### src/hdl/aah_pkg.sv
package aah_pkg;

    // Default histogram size
    localparam int NUM_BINS_DEF = 32;

    // CORDIC datapath
    localparam int CORDIC_ITERS = 24;
    localparam int XW = 28;                // x/y lanes, operands pre-scaled by 2^8
    localparam int ZW = 34;                // angle accumulator, one turn is 2^32
    localparam int UW = 33;                // angle plus half turn, 0 .. 2^32

    localparam logic signed [ZW-1:0] HALF_TURN    = ZW'(64'sd2147483648);
    localparam logic signed [ZW-1:0] QUARTER_TURN = ZW'(64'sd1073741824);
    localparam logic signed [ZW-1:0] FULL_TURN    = ZW'(64'sd4294967296);

    // Configuration register indexes
    localparam logic [1:0] REG_MIN_RADIUS_SQ = 2'd0;
    localparam logic [1:0] REG_MAX_RADIUS_SQ = 2'd1;

    typedef struct packed {
        logic              req_type;
        logic signed [15:0] dx;
        logic signed [15:0] dy;
        logic              is_self;
        logic [4:0]        read_bin;
    } req_t;

    typedef struct packed {
        logic        accepted;
        logic [4:0]  bin_index;
        logic [31:0] bin_count;
    } rsp_t;

    typedef struct packed {
        logic [1:0]  index;
        logic [31:0] data;
    } cfg_t;

    // Per-item control travelling down the pipeline
    typedef struct packed {
        logic       valid;
        logic       is_read;
        logic       is_hit;
        logic [4:0] read_bin;
    } ctl_t;

    // CORDIC starting vector
    typedef struct packed {
        logic signed [XW-1:0] x;
        logic signed [XW-1:0] y;
        logic signed [ZW-1:0] z;
        logic                 fixed;
    } vec_t;

    // Histogram stage status toward the front end
    typedef struct packed {
        logic advance;
        logic clearing;
    } hist_stat_t;

    // Arctangent of 2^-i in turns scaled by 2^32
    function automatic logic [29:0] atan_turn(input int unsigned idx);
        logic [29:0] r;
        case (idx)
            0:       r = 30'd536870912;
            1:       r = 30'd316933406;
            2:       r = 30'd167458907;
            3:       r = 30'd85004756;
            4:       r = 30'd42667331;
            5:       r = 30'd21354465;
            6:       r = 30'd10679838;
            7:       r = 30'd5340245;
            8:       r = 30'd2670163;
            9:       r = 30'd1335087;
            10:      r = 30'd667544;
            11:      r = 30'd333772;
            12:      r = 30'd166886;
            13:      r = 30'd83443;
            14:      r = 30'd41722;
            15:      r = 30'd20861;
            16:      r = 30'd10430;
            17:      r = 30'd5215;
            18:      r = 30'd2608;
            19:      r = 30'd1304;
            20:      r = 30'd652;
            21:      r = 30'd326;
            22:      r = 30'd163;
            23:      r = 30'd81;
            default: r = 30'd0;
        endcase
        return r;
    endfunction

endpackage

### src/hdl/aah_front.sv
module aah_front (
    input  logic            clk,
    input  logic            rst_n,
    input  logic            en,
    input  logic            accept,
    input  aah_pkg::req_t   req_in,
    input  logic [31:0]     min_radius_sq,
    input  logic [31:0]     max_radius_sq,
    output aah_pkg::ctl_t   ctl,
    output aah_pkg::vec_t   vec
);
    import aah_pkg::*;

    logic        f1_valid_reg;
    req_t        f1_req_reg;
    logic        f2_valid_reg;
    req_t        f2_req_reg;
    logic [31:0] sq_x_reg;
    logic [31:0] sq_y_reg;
    vec_t        f2_vec_reg;
    ctl_t        f3_ctl_reg;
    vec_t        f3_vec_reg;

    logic signed [31:0]   sq_x;
    logic signed [31:0]   sq_y;
    logic signed [XW-1:0] dx_ext;
    logic signed [XW-1:0] dy_ext;
    vec_t                 vec_next;
    logic [31:0]          d2;
    logic                 hit;

    // Square the components
    assign sq_x = 32'(f1_req_reg.dx) * 32'(f1_req_reg.dx);
    assign sq_y = 32'(f1_req_reg.dy) * 32'(f1_req_reg.dy);

    // Fold into the right half plane, pin axis points to exact angles
    always_comb
    begin
        dx_ext         = XW'(f1_req_reg.dx);
        dy_ext         = XW'(f1_req_reg.dy);
        vec_next.fixed = (f1_req_reg.dx == 16'sd0) || (f1_req_reg.dy == 16'sd0);
        vec_next.x     = dx_ext <<< 8;
        vec_next.y     = dy_ext <<< 8;
        vec_next.z     = '0;
        if (f1_req_reg.dy == 16'sd0)
        begin
            vec_next.z = (f1_req_reg.dx < 16'sd0) ? HALF_TURN : '0;
        end
        else if (f1_req_reg.dx == 16'sd0)
        begin
            vec_next.z = (f1_req_reg.dy > 16'sd0) ? QUARTER_TURN : -QUARTER_TURN;
        end
        else if (f1_req_reg.dx < 16'sd0)
        begin
            vec_next.z = (f1_req_reg.dy > 16'sd0) ? HALF_TURN : -HALF_TURN;
            vec_next.x = (-dx_ext) <<< 8;
            vec_next.y = (-dy_ext) <<< 8;
        end
    end

    // Annulus test
    assign d2  = sq_x_reg + sq_y_reg;
    assign hit = !f2_req_reg.req_type && !f2_req_reg.is_self
                 && (d2 > min_radius_sq) && (d2 < max_radius_sq);

    // Advance control
    always_ff @(posedge clk or negedge rst_n)
    begin
        if (!rst_n)
        begin
            f1_valid_reg <= 1'b0;
            f2_valid_reg <= 1'b0;
            f3_ctl_reg   <= '0;
        end
        else if (en)
        begin
            f1_valid_reg        <= accept;
            f2_valid_reg        <= f1_valid_reg;
            f3_ctl_reg.valid    <= f2_valid_reg;
            f3_ctl_reg.is_read  <= f2_req_reg.req_type;
            f3_ctl_reg.is_hit   <= hit;
            f3_ctl_reg.read_bin <= f2_req_reg.read_bin;
        end
    end

    // Advance payload
    always_ff @(posedge clk)
    begin
        if (en)
        begin
            f1_req_reg <= req_in;
            f2_req_reg <= f1_req_reg;
            sq_x_reg   <= $unsigned(sq_x);
            sq_y_reg   <= $unsigned(sq_y);
            f2_vec_reg <= vec_next;
            f3_vec_reg <= f2_vec_reg;
        end
    end

    assign ctl = f3_ctl_reg;
    assign vec = f3_vec_reg;

endmodule

### config.mk
export PLATFORM = sky130hd
export DESIGN_NAME = aah_front
export DESIGN_NICKNAME = d
export VERILOG_FILES = /design/src/hdl/aah_pkg.sv /design/src/hdl/aah_front.sv
export SDC_FILE = /design/constraint.sdc
export NUM_CORES = 1
export LEC_CHECK = 0
export ABC_CLOCK_PERIOD_IN_PS = 13600
export BUFFER_PORTS_ARGS = -buffer_cell sky130_fd_sc_hd__clkbuf_2
export CORE_UTILIZATION = 40
export CTS_CLUSTER_SIZE = 40
export DETAILED_ROUTE_END_ITERATION = 8
export GPL_TIMING_DRIVEN = 0
export PLACE_DENSITY = 0.61
export SYNTH_ARGS = -nofsm -noshare
export SYNTH_HDL_FRONTEND = slang
export SYNTH_SLANG_ARGS = --single-unit
### constraint.sdc
create_clock -name clk -period 13.6 [get_ports clk]
set_input_delay 2.72 -clock clk [delete_from_list [all_inputs] [get_ports clk]]
set_output_delay 2.72 -clock clk [all_outputs]
set_load 0.02 [all_outputs]
==> impl_metrics.toml <==
[finish]
stdcell_area_um2 = 30800
area_delta_synth_final_pct = 11.13
largest_reg_flops = 43
drive_gt1_share_pct = 10.51
nNetsFinal = 3793
fillers = 6720

[synthesis]
ys_ff_latch = 202
netlist_instances = 2705
syn_area_per_cell_um2 = 10.24
synthDistinctLibCells = 77
ys_dominant_reg_cell = "edfxtp_1"
yosys_warnings = 0
synth_edf_count = 192
syn-cell-area_um2 = 27710
async_flop_share_pct = 4.950
yosysSeqAreaShare_pct = 21.71

[setup_path]
worstPathArrival_ns = 9.09
crit_required_ns = 13.92
critical_path.max_stage_delay_ns = 0.87
path_class = "reg2reg"
crit_chain = "clkbuf_1 -> clkinv_1 -> clkbuf_1 -> nor2_1 -> fa_1 -> fa_1 -> fa_1 -> fa_1 -> fa_1 -> inv_1 -> fa_1 -> inv_1 -> ha_1 -> nand4_1 -> nor2_1 -> nand2_1 -> a311oi_1 -> o31ai_2 -> o311ai_2 -> a31o_1 -> a21oi_1 -> xnor2_1"
start_kind = "flip-flop"
end_kind = "flip-flop"
cp_slowest_cell = "clkinv_1"
crit_path_frequent_cell = "fa_1"
crit_fanout = 10

[global_routing]
grt_use_total_pct = 19.06
antenna_found_initial = 0
grt_pass1_vias = 19483
grt-ovfl-total = 0
grt_pass1_wl_mm = 103.0
grt_max_degree = 87

[placed_design]
routabilityCongestion = 0.8961
io_buffers = 159
place_area_um2 = 29900
dp_hpwl_mm = 54.05

[timing]
drv_slew = 0
rsz0062_at_grt = "no"
holdWs_ns = 0.4173
tns_ns = 0
hold_viol = 0
period_minus_slack_ns = 8.765
fin_skew_ns = 0.02507
fmax_mhz = 114.1
tightestPinTransition_ns = 1.240
final-setup-viol-count = 0
relSlewSlack_pct = 16.45
post-route-period-util_pct = 64.45

[clock_network]
cts_tree = "yes"
clock-sinks = 202
clk_latency_ns = 0.58
cts.clk_slew.worst_paths_ns = 0.06
htree_levels = 1
cts-resized-gates = 0
postCtsHoldBufs = 0
numCtsBuffers = 26
cts_setup_buffers = 0
root_buffer = "clkbuf_16"
cts_max_path_buffers = 3

[floorplanning]
die_area_um2 = 70340
fp.dieW_um = 265.2
fp.coreArea_um2 = 68590
start_util_pct = 40.40
num_rows = 96
fp.dieH_um = 265.2
ios = 206

[detailed_routing]
first_pass_iters = 8
drc = 0
num_vias = 18607
routed_wl_mm = 64.51
final_antenna_net_count = 0
vias_per_cell = 4.782
drt_iter0_drc = 1108
detail_route.wl_per_cell_um = 16.58

[min_path]
hold_class = "reg2reg"

[job]
drv_cap = 0

[run_status]
outcome = "finished, final reports clean"
layer usage:
metal  part of all wire (%)  wire length (um)  GRT usage [%]  up-vias
li1                       -                 -              -     8743
met1                     44             28250          26.47     9295
met2                     47             30370          31.43      502
met3                    7.1              4609          2.981       67
met4                    2.0              1277          4.171        0
met5                      0                 0              0        -
final timing paths:
kind	slack, ns	start	end	cells after the start
hold reg to reg	0.42	f2_vec_reg[48]$_DFFE_PP_	vec[48]$_DFFE_PP_	0
setup reg to reg	4.83	dx_ext[15]$_DFFE_PP_	sq_x_reg[30]$_DFFE_PP_	22
max in group asynchronous	11.36	rst_n	ctl[2]$_DFFE_PN0P_	1
setup / recovery	4.83	dx_ext[15]$_DFFE_PP_	sq_x_reg[30]$_DFFE_PP_	22
hold / removal	0.42	f2_vec_reg[48]$_DFFE_PP_	vec[48]$_DFFE_PP_	0
min in group asynchronous	2.02	rst_n	ctl[3]$_DFFE_PN0P_	1
cells in the mapped netlist, types with 4 or more instances:
master,instances,area [um2]
nand4_1,15,93.84
fa_1,473,9469
o21ai_0,45,225.2
nor2b_1,14,87.58
o21bai_1,10,75.07
nand3_1,10,50.05
buf_4,48,360.4
inv_1,704,2643
clkbuf_1,52,195.2
nor4_1,6,37.54
buf_2,4,20.02
ha_1,274,3428
nand2b_1,14,87.58
o21ai_1,6,30.03
a31o_2,7,61.31
a21oi_1,72,360.4
edfxtp_1,192,5766
xnor2_1,107,937.2
o21a_1,14,105.1
xor2_1,31,271.5
dfrtp_1,10,250.2
a211oi_1,11,82.58
and2_1,62,387.9
o31ai_1,6,45.04
nor2_1,140,525.5
nor3_1,26,130.1
or2_2,5,31.28
or3_1,6,37.54
buf_1,4,15.01
nand2_1,199,747.0
mux2_2,9,101.4
clkinv_1,6,22.52
a31oi_1,5,31.28
and3_1,5,31.28
o211ai_1,8,60.06
a21oi_2,4,35.03
a21o_1,43,322.8
worst max-delay path: cells and delay by family, from the launching register on:
kind	cells	cell delay (ns)
AOI/OAI and AO/OA	5	1.52
xor gates and xnor gates	1	0.13
adders and majority gates	7	3.43
buffers and inverters	5	2.23
DFF	1	0.32
and+or+nand+nor	4	0.86
layout make-up:
type	count	area (um2)	area share [%]
multi-input combinational	1725	18580	60.34
sequential	202	6016	19.53
inverter	714	2681	8.706
tap	931	1165	3.782
timing repair buffer	161	859.6	2.791
clock buffer	31	710.7	2.308
buffer	109	601.8	1.954
clock inverter	17	178.9	0.5810
antenna	1	2.502	0.008125
cell usage in the layout (no fill, tap or decap), types with 14 or more instances in the layout:
cell and n:
o21a_1 14, ha_1 274, edfxtp_1 192, inv_1 704, conb_1 46, xnor2_1 107
nand2_1 199, and2_1 62, nor2_1 140, nor3_1 26, buf_4 48, fa_1 473
nand2b_1 14, nor2b_1 14, clkbuf_16 27, xor2_1 31, a21o_1 43, clkbuf_2 158
clkbuf_1 54, nand4_1 15, a21oi_1 72, o21ai_0 45
through the flow:
| step | instances | setup WS [ns] | util [%] |
|---|---|---|---|
| 6_report | 3891 | 4.835 | 44.90 |
| 5_1_grt | 3890 | 4.328 | 44.90 |
| 4_1_cts | 3890 | 4.754 | 44.90 |
| 3_5_place_dp | 3842 | 4.815 | 43.60 |
| 3_3_place_gp | 3840 | 4.828 | 43.51 |
| 2_1_floorplan | 2750 | 6.830 | - |
kinds of logic after synthesis:
| logic type | after synthesis | synth area share, % |
|---|---|---|
| other cells | 1 | 0.01353 |
| flops | 202 | 21.71 |
| simple gates | 516 | 8.583 |
| xor+xnor | 138 | 4.362 |
| fa+ha+maj | 747 | 46.54 |
| compound gates | 267 | 6.506 |
| buf+inv | 823 | 11.85 |
| mux | 11 | 0.4380 |
Power is left out: the tool's default activity adds up to more than one toggle a clock period on the data nets, which glitch-free logic cannot reach.
